`config.mk`:
```
export PLATFORM = sky130hd
export DESIGN_NAME = multi_channel_press_classifier_top
export DESIGN_NICKNAME = d
export VERILOG_FILES = /design/src/design/mcpc_pkg.sv /design/src/design/multi_channel_press_classifier_top.sv
export SDC_FILE = /design/constraint.sdc
export NUM_CORES = 1
export LEC_CHECK = 0
export BUFFER_PORTS_ARGS = -buffer_cell sky130_fd_sc_hd__buf_2
export CAP_MARGIN = 20
export CORE_ASPECT_RATIO = 1.5
export CORE_MARGIN = 2
export CORE_UTILIZATION = 40
export CTS_CLUSTER_SIZE = 14
export DETAILED_ROUTE_END_ITERATION = 6
export SLEW_MARGIN = 20
export SYNTH_ARGS = -nofsm -noshare
export SYNTH_HDL_FRONTEND = slang
export SYNTH_SLANG_ARGS = --single-unit
```
`constraint.sdc`:
```
create_clock -name i_clk -period 11.8 [get_ports i_clk]
set_input_delay 3.54 -clock i_clk [delete_from_list [all_inputs] [get_ports i_clk]]
set_output_delay 3.54 -clock i_clk [all_outputs]
set_load 0.005 [all_outputs]
```
`src/design/mcpc_pkg.sv`:
```
// Package for the multi-channel press classifier: widths, codes and register map.
`default_nettype none

package mcpc_pkg;

    localparam int CHANNELS  = 16;
    localparam int CHAN_BITS = 4;
    localparam int TIME_BITS = 32;
    localparam int THR_BITS  = 16;
    localparam int KIND_BITS = 2;

    localparam int S_DATA_BITS = 40;  // channel, level, now_ms padded to bytes
    localparam int M_DATA_BITS = 8;   // event_channel, event_kind padded
    localparam int APB_ADDR_BITS = 3;
    localparam int APB_DATA_BITS = 32;

    localparam logic [THR_BITS-1:0] SHORT_THR_RESET = 16'd60;
    localparam logic [THR_BITS-1:0] LONG_THR_RESET  = 16'd500;

    // register index, taken from paddr[2]
    typedef enum logic {
        REG_SHORT_THR = 1'b0,
        REG_LONG_THR  = 1'b1
    } t_reg_idx;

    typedef enum logic [1:0] {
        PHASE_IDLE = 2'd0,
        PHASE_PUSH = 2'd1,
        PHASE_HOLD = 2'd2
    } t_phase;

    typedef enum logic [KIND_BITS-1:0] {
        KIND_SHORT_RELEASE = 2'd0,
        KIND_HOLD_BEGIN    = 2'd1,
        KIND_HOLD_RELEASE  = 2'd2
    } t_kind;

endpackage

`default_nettype wire

```
`src/design/multi_channel_press_classifier_top.sv`:
```
// Top level of the multi-channel press classifier: input stage, channel state, result register.
//
//  channel  | dir | handshake              | contents
//  ---------+-----+------------------------+---------------------------------------------
//  s (in)   | in  | i_s_tvalid/o_s_tready  | one sample: channel, level, now_ms
//  m (out)  | out | o_m_tvalid/i_m_tready  | one event: event_channel, event_kind
//  apb      | in  | psel/penable/pready    | short/long thresholds at 0x0 / 0x4
//
// Timing: a sample is held in the input register, is classified there and its
// event (if any) lands in the result register when the stage advances; one sample
// per cycle sustained while the sink keeps up. The per-channel state read/modify/write happens in
// that one stage, so back-to-back samples on the same channel see the update.
// Reset (synchronous, active low) clears both valid flags, all press-recorded bits and
// phases, and loads the thresholds with 60 and 500 ms.
// Stalls: the stage advances while the result register is empty or being drained;
// o_s_tready follows that, so with the sink held off and an event waiting, one more
// item is taken into the input register and then the source stalls.
`default_nettype none

module multi_channel_press_classifier_top (
    input  wire logic                                 i_clk,
    input  wire logic                                 i_rst_n,
    // slave stream
    input  wire logic                                 i_s_tvalid,
    output logic                                      o_s_tready,
    // [3:0] channel, [4] level, [36:5] now_ms, [39:37] zero
    input  wire logic [mcpc_pkg::S_DATA_BITS-1:0]     i_s_tdata,
    // master stream
    output logic                                      o_m_tvalid,
    input  wire logic                                 i_m_tready,
    // [3:0] event_channel, [5:4] event_kind, [7:6] zero
    output logic [mcpc_pkg::M_DATA_BITS-1:0]          o_m_tdata,
    // configuration
    input  wire logic                                 psel,
    input  wire logic                                 penable,
    input  wire logic                                 pwrite,
    input  wire logic [mcpc_pkg::APB_ADDR_BITS-1:0]   paddr,
    input  wire logic [mcpc_pkg::APB_DATA_BITS-1:0]   pwdata,
    output logic [mcpc_pkg::APB_DATA_BITS-1:0]        prdata,
    output logic                                      pready
);

    localparam int CB = mcpc_pkg::CHAN_BITS;
    localparam int TB = mcpc_pkg::TIME_BITS;
    localparam int HB = mcpc_pkg::THR_BITS;

    // ---------------- configuration registers ----------------
    logic [HB-1:0] r_short_thr;
    logic [HB-1:0] r_long_thr;
    logic          cfg_wr;
    mcpc_pkg::t_reg_idx cfg_idx;

    assign pready  = 1'b1;
    assign cfg_wr  = psel && penable && pwrite;
    assign cfg_idx = mcpc_pkg::t_reg_idx'(paddr[2]);

    always_ff @(posedge i_clk) begin
        if (!i_rst_n) begin
            r_short_thr <= mcpc_pkg::SHORT_THR_RESET;
            r_long_thr  <= mcpc_pkg::LONG_THR_RESET;
        end else if (cfg_wr) begin
            case (cfg_idx)
                mcpc_pkg::REG_SHORT_THR: r_short_thr <= pwdata[HB-1:0];
                mcpc_pkg::REG_LONG_THR:  r_long_thr  <= pwdata[HB-1:0];
                default: ;
            endcase
        end
    end

    always_comb begin
        case (cfg_idx)
            mcpc_pkg::REG_SHORT_THR: prdata = {{(mcpc_pkg::APB_DATA_BITS-HB){1'b0}}, r_short_thr};
            mcpc_pkg::REG_LONG_THR:  prdata = {{(mcpc_pkg::APB_DATA_BITS-HB){1'b0}}, r_long_thr};
            default:                 prdata = '0;
        endcase
    end

    // ---------------- input register ----------------
    logic          r_in_valid;
    logic [CB-1:0] r_in_ch;
    logic          r_in_level;
    logic [TB-1:0] r_in_now;

    logic r_out_valid;
    logic advance;

    assign advance    = r_in_valid && (!r_out_valid || i_m_tready);
    assign o_s_tready = !r_in_valid || advance;

    always_ff @(posedge i_clk) begin
        if (!i_rst_n) begin
            r_in_valid <= 1'b0;
        end else if (o_s_tready) begin
            r_in_valid <= i_s_tvalid;
        end
    end

    always_ff @(posedge i_clk) begin
        if (o_s_tready && i_s_tvalid) begin
            r_in_ch    <= i_s_tdata[CB-1:0];
            r_in_level <= i_s_tdata[CB];
            r_in_now   <= i_s_tdata[CB+TB:CB+1];
        end
    end

    // ---------------- per-channel state ----------------
    logic [TB-1:0]        r_start [mcpc_pkg::CHANNELS];
    logic                 r_rec   [mcpc_pkg::CHANNELS];
    mcpc_pkg::t_phase     r_phase [mcpc_pkg::CHANNELS];

    mcpc_pkg::t_phase cur_phase;
    mcpc_pkg::t_phase armed_phase;
    mcpc_pkg::t_phase n_phase;
    logic             cur_rec;
    logic             n_rec;
    logic             start_we;
    logic             st_we;
    logic             ch_ok;
    logic [TB-1:0]    elapsed;
    logic             ge_short;
    logic             ge_long;
    logic             hit;
    mcpc_pkg::t_kind  hit_kind;

    assign ch_ok     = ({1'b0, r_in_ch} < (CB+1)'(mcpc_pkg::CHANNELS));
    assign cur_phase = r_phase[r_in_ch];
    assign cur_rec   = r_rec[r_in_ch];

    // elapsed time wraps with the timestamp
    assign elapsed  = r_in_now - r_start[r_in_ch];
    assign ge_short = (|elapsed[TB-1:HB]) || (elapsed[HB-1:0] >= r_short_thr);
    assign ge_long  = (|elapsed[TB-1:HB]) || (elapsed[HB-1:0] >= r_long_thr);

    always_comb begin
        n_phase     = cur_phase;
        n_rec       = cur_rec;
        start_we    = 1'b0;
        hit         = 1'b0;
        hit_kind    = mcpc_pkg::KIND_SHORT_RELEASE;
        armed_phase = cur_phase;
        if (!r_in_level) begin
            if (!cur_rec) begin
                // first low sample only stamps the press start
                start_we = 1'b1;
                n_rec    = 1'b1;
            end else begin
                if (ge_short && cur_phase == mcpc_pkg::PHASE_IDLE) begin
                    armed_phase = mcpc_pkg::PHASE_PUSH;
                end
                n_phase = armed_phase;
                // both thresholds may pass on the same sample
                if (ge_long && armed_phase == mcpc_pkg::PHASE_PUSH) begin
                    n_phase  = mcpc_pkg::PHASE_HOLD;
                    hit      = 1'b1;
                    hit_kind = mcpc_pkg::KIND_HOLD_BEGIN;
                end
            end
        end else begin
            n_rec   = 1'b0;
            n_phase = mcpc_pkg::PHASE_IDLE;
            case (cur_phase)
                mcpc_pkg::PHASE_HOLD: begin
                    hit      = 1'b1;
                    hit_kind = mcpc_pkg::KIND_HOLD_RELEASE;
                end
                mcpc_pkg::PHASE_PUSH: begin
                    hit      = 1'b1;
                    hit_kind = mcpc_pkg::KIND_SHORT_RELEASE;
                end
                default: ;
            endcase
        end
    end

    assign st_we = advance && ch_ok;

    always_ff @(posedge i_clk) begin
        if (!i_rst_n) begin
            for (int i = 0; i < mcpc_pkg::CHANNELS; i++) begin
                r_rec[i]   <= 1'b0;
                r_phase[i] <= mcpc_pkg::PHASE_IDLE;
            end
        end else if (st_we) begin
            r_rec[r_in_ch]   <= n_rec;
            r_phase[r_in_ch] <= n_phase;
        end
    end

    // start time is only read while its recorded bit is set
    always_ff @(posedge i_clk) begin
        if (st_we && start_we) begin
            r_start[r_in_ch] <= r_in_now;
        end
    end

    // ---------------- result register ----------------
    logic [CB-1:0]   r_out_ch;
    mcpc_pkg::t_kind r_out_kind;

    always_ff @(posedge i_clk) begin
        if (!i_rst_n) begin
            r_out_valid <= 1'b0;
        end else if (advance) begin
            r_out_valid <= hit && ch_ok;
        end else if (i_m_tready) begin
            r_out_valid <= 1'b0;
        end
    end

    always_ff @(posedge i_clk) begin
        if (advance) begin
            r_out_ch   <= r_in_ch;
            r_out_kind <= hit_kind;
        end
    end

    assign o_m_tvalid = r_out_valid;
    assign o_m_tdata  = {{(mcpc_pkg::M_DATA_BITS-CB-mcpc_pkg::KIND_BITS){1'b0}},
                         r_out_kind, r_out_ch};

endmodule

`default_nettype wire
```
**Word-level counts from Yosys, hierarchy flattened**

Memory sizes are Yosys's and may differ from the RTL's. A register that Yosys moved wholly into a read port is not among the register bits.
Cells that the tools add are included.

- Memories: 3
- Bits in writable memories: 560
- Register bits: 77
- Bits of input ports: 82
- Logic and storage cells: 75
- Output and inout bits: 43

Memory list:

| name | words | bits a word | read ports | clocked after Yosys merged registers in | write ports | RTL line | source |
|---|---|---|---|---|---|---|---|
| r_start | 16 | 32 | 1 | 1 | 1 | multi_channel_press_classifier_top.sv:107 | `logic [TB-1:0] r_start [mcpc_pkg::CHANNELS];` |
| r_phase | 16 | 2 | 1 | 1 | 16 | multi_channel_press_classifier_top.sv:109 | `mcpc_pkg::t_phase r_phase [mcpc_pkg::CHANNELS];` |
| r_rec | 16 | 1 | 1 | 1 | 16 | multi_channel_press_classifier_top.sv:108 | `logic r_rec [mcpc_pkg::CHANNELS];` |

- Equal/unequal tests: 3
- $lt $le $gt $ge: 2
- Muxes and demuxes: 35
- $add $sub $neg: 1
- Bitwise logic cells: 1
- Reduce and logical (&&, ||, !) cells: 21

Operator list:

| kind | count |
|---|---|
| $pmux 32 s2 | 1 |
| $ge 16x16->1 | 2 |
| $sub 32x32->32 | 1 |
| $mux 1 | 20 |
| $mux 4 | 5 |
| $mux 2 | 9 |
| $reduce_or 16->1 | 1 |
| $logic_and 1x1->1 | 7 |
| $eq 2x1->1 const B | 2 |
| $logic_or 1x1->1 | 4 |
| $reduce_and 2->1 | 2 |
| $reduce_or 2->1 | 2 |
| $eq 2x2->1 const B | 1 |
| $logic_not 1->1 | 2 |
| $logic_not 2->1 | 1 |
| $reduce_bool 2->1 | 1 |
| $not 1->1 | 1 |
| $reduce_or 1->1 | 1 |

**Depth between registers and ports, before layout**

- Depth in word-level cells: 13
- Depth in mapped cells: 26
- Gate-level depth less buffers: 20

**Least setup slack after synthesis**

Ideal clock, no wire load.

- Path type: input port to output port
- From: input paddr[2] (netlist bit)
- To: output prdata[15] (netlist bit)
- Data required time: 8.260 ns
- Data arrival time: 4.176 ns
- Slack: 4.084 ns
- Cell stages on the path: 4
- Cell sequence: clkbuf_1 > clkbuf_1 > nand2_1 > o21ai_0

- Longest elaborated chain between the ends: 2

RTL lines:

| what | RTL line | source |
|---|---|---|
| start: declaration | multi_channel_press_classifier_top.sv:37 | `input wire logic [mcpc_pkg::APB_ADDR_BITS-1:0] paddr,` |
| $not 1->1 | -- |  |
| $pmux 32 s2 (*) | multi_channel_press_classifier_top.sv:71 | `case (cfg_idx)` |
| end: declaration | multi_channel_press_classifier_top.sv:39 | `output logic [mcpc_pkg::APB_DATA_BITS-1:0] prdata,` |

Mark *: on every way between the ends. The rest lies on a longest branch, timed or not. The select of a mux whose other input is x is not followed.

**Worst setup path after layout**

- From: input paddr[2] (netlist bit)
- To: output prdata[0] (netlist bit)

Same word-level chain as after synthesis.

==> impl_metrics.toml <==
[finish]
num_antenna_cells = 0
drive_above_1_share_pct = 23.0
final_core_util_pct = 45.0
fin_area_mm2 = 0.0310
n_fill_cell = 5903
area_delta_synth_final_pct = 11.8
nets = 1902

[synth]
ys_ff_latch = 641
yosys-top-cells-count = "edfxtp_1 (587), mux4_2 (172), nand2_1 (155)"
synth_top_cell_area_share_pct = 63.5
synthTopCellsByArea = "edfxtp_1 (63%), mux4_2 (14%), dfxtp_1 (3.9%)"
synth_cell_types = 80
yosys.area.top_type = "edfxtp_1"
seq_area_frac_synth_pct = 67.4
synth_ff_type = "edfxtp_1"
yosys_warnings = 0
synth_most_common_cell = "edfxtp_1"
syn_area_per_cell_um2 = 16.7
syn_inst = 1661
syn_area_mm2 = 0.0278
synth_edf_count = 587
async_reset_ff_share_pct = 0

[grt]
grt_max_degree = 79
use_met3_pct = 2.04
met2_usage_pct = 34.2
gr-total-overflow = 0
grt_usage_pct = 18.5
grt_util_met1_pct = 22.5
grt_pass1_vias = 15700
busiest_layer = "met2"
antenna_found_initial = 0
grt_first_pass_wirelength_um = 97900

[power_and_ir_drop]
pwr-share-seq_pct = 51.0
comb_power_share_pct = 12.8
vdd_drop_max_mv = 0.123
p_int_mw = 3.78
power_mw = 5.00
clkPwrFrac_pct = 36.2
switching_power_mw = 1.22
netSwitchingFraction_pct = 24.5
p_leak_nw = 10.3
p_per_area_mw_per_mm2 = 161

[worst_setup_path]
max_stage_delay_ps = 430
rr_worst_depth = 19
cp.required_ps = 8260
r2r_end = "r_phase[0][0]"
crit_arrival_ps = 4500
crit_path_end = "prdata[0]"
crit_chain = "buf_2, mux2_2, buf_2"
crit_start = "paddr[2]"
cp_max_fo = 34
worst-setup-path-type = "in -> out"
cp_common_cell = "buf_2"
regToRegSetupSlack_ps = 4760
slowest_stage = "buf_2"
crit_path_start_kind = "input port"
cp-end-kind = "output pin"

[timing]
setup_viol = 0
timing.fmax_ghz = 0.124
hold_viol = 0
layout_setup_ws_ps = 3760
fin_skew_ps = 24.1
tns_ps = 0
tightest_slew_ps = 921
slew_headroom_pct = 38.1
rsz0062_at_grt = "false"
fin_crit_ps = 8040
timing.final.max_slew_violations = 0
fin_crit_sh_pct = 68.1

[clock_tree]
cts_made_buffers = 59
htreeDepth = 2
hold_buffers = 0
cts_setup_buffers = 0
ctsLongestPathBuffers = 3
postCtsResizedCells = 0
cts_sinks = 641
cts_root_buf = "clkbuf_16"
clkTransAtPathRegs_ps = 60
clk_latency_ps = 630
cts_tree = "done"

[floorplan]
dieWidth_um = 219
start_util_pct = 40.3
die_h_um = 327
core_area_mm2 = 0.0689
placementRows = 118
boundaryPins = 125
die_area_mm2 = 0.0716

[detailed_routing]
drc_errors = 0
drt_pass1_iterations = 7
wirelength_um = 64900
num_vias = 14900
wire_per_inst_um = 24.0
drt_iter0_drc = 1153
via_per_inst = 5.53
drtAntennaViolNets = 0

[job]
maxCapViolCount = 0

[worst_hold_path]
hp-class = "reg -> reg"
worstHoldStart = "r_rec[3]"

[placed_design]
dp_slack_ps = 3770
place_area_mm2 = 0.0292
dp_hpwl_um = 38000
port-buffer-count = 84
gp_congestion = 0.869

[status]
status = "completed"
sequential cells by signal, summed over array words and instances, names as in the netlist, named ones only:
| signal | cells |
|---|---|
| r_out_ch | 4 |
| r_in_level | 1 |
| o_m_tvalid | 1 |
| r_rec | 16 |
| r_in_now | 32 |
| r_out_kind | 2 |
| r_in_ch | 4 |
| r_phase | 32 |
| r_start | 512 |
| r_long_thr | 16 |
| r_in_valid | 1 |
| r_short_thr | 16 |
stage by stage:
step / hold WS, ps / cells
finish: 460 / 2698
global route: 474 / 2698
CTS: 459 / 2698
detailed placement: 450 / 2591
global placement: 446 / 2591
floorplan: 424 / 1678
layout by cell type, fill, tap and decap left out, drive strengths merged, types with 10 or more instances in the layout:
| cell type | netlist | layout |
|---|---|---|
| a21oi | 62 | 62 |
| a211oi | 10 | 10 |
| a31oi | 18 | 18 |
| nand4 | 15 | 15 |
| ha | 67 | 67 |
| clkbuf | 49 | 79 |
| mux4 | 173 | 173 |
| clkinv | 0 | 23 |
| nand2 | 155 | 155 |
| edfxtp | 587 | 587 |
| inv | 79 | 79 |
| nor2 | 52 | 52 |
| nand2b | 15 | 15 |
| nor3 | 14 | 14 |
| conb | 2 | 19 |
| o21ai | 60 | 60 |
| o211ai | 28 | 28 |
| dfxtp | 54 | 54 |
| a21o | 18 | 18 |
| nand3 | 26 | 26 |
| a21boi | 23 | 23 |
| buf | 50 | 112 |
| xnor2 | 16 | 16 |
power groups by stage:
stage / registers [mW] / clock network, mW / logic (mW)
after floorplan: 2.57 / 0 / 0.493
after global placement: 2.60 / 0 / 0.633
after detailed placement: 2.60 / 0 / 0.645
after CTS: 2.55 / 1.85 / 0.648
after global routing: 2.56 / 1.93 / 0.711
final: 2.55 / 1.81 / 0.642
cell type report:
cell class | instances | area, um2 | area share, %
Inverter | 79 | 297 | 0.956
Sequential cell | 641 | 18700 | 60.3
Tap cell | 900 | 1130 | 3.63
Multi-Input combinational cell | 859 | 8440 | 27.2
Clock inverter | 28 | 183 | 0.589
Clock buffer | 79 | 1620 | 5.23
Timing Repair Buffer | 112 | 646 | 2.08
per-layer routing:
layer | wire length (um) | vias up
met1 | 25500 | 7687
li1 | - | 6723
met2 | 35100 | 396
met5 | 0 | -
met3 | 2390 | 106
met4 | 1900 | 0
cell families (layout without fill, tap and decap cells):
kind of cell | Yosys count | in the layout | synth area share (%)
flops | 641 | 641 | 67.4
compound gates | 259 | 259 | 6.31
buf+inv | 178 | 298 | 2.89
mux | 185 | 185 | 14.5
other cells | 2 | 19 | 0.0270
simple gates | 307 | 307 | 5.11
xor+xnor | 21 | 21 | 0.689
fa+ha+maj | 68 | 68 | 3.09
how the worst min path moves through the flow:
| stage | to | slack (ps) | depth (start not counted) |
|---|---|---|---|
| after floorplan | r_out_ch[3] | 420 | 0 |
| after global placement | r_rec[0] | 450 | 2 |
| after detailed placement | r_rec[3] | 450 | 2 |
| after CTS | r_rec[3] | 460 | 2 |
| after global routing | r_rec[3] | 470 | 2 |
| final | r_rec[3] | 460 | 2 |
worst max-delay path: cells and delay by family:
| family | cells | cell delay, ps |
|---|---|---|
| buffers and inverters | 2 | 560 |
| multiplexers | 1 | 400 |
Note: power is estimated with default switching activity, not from simulation.
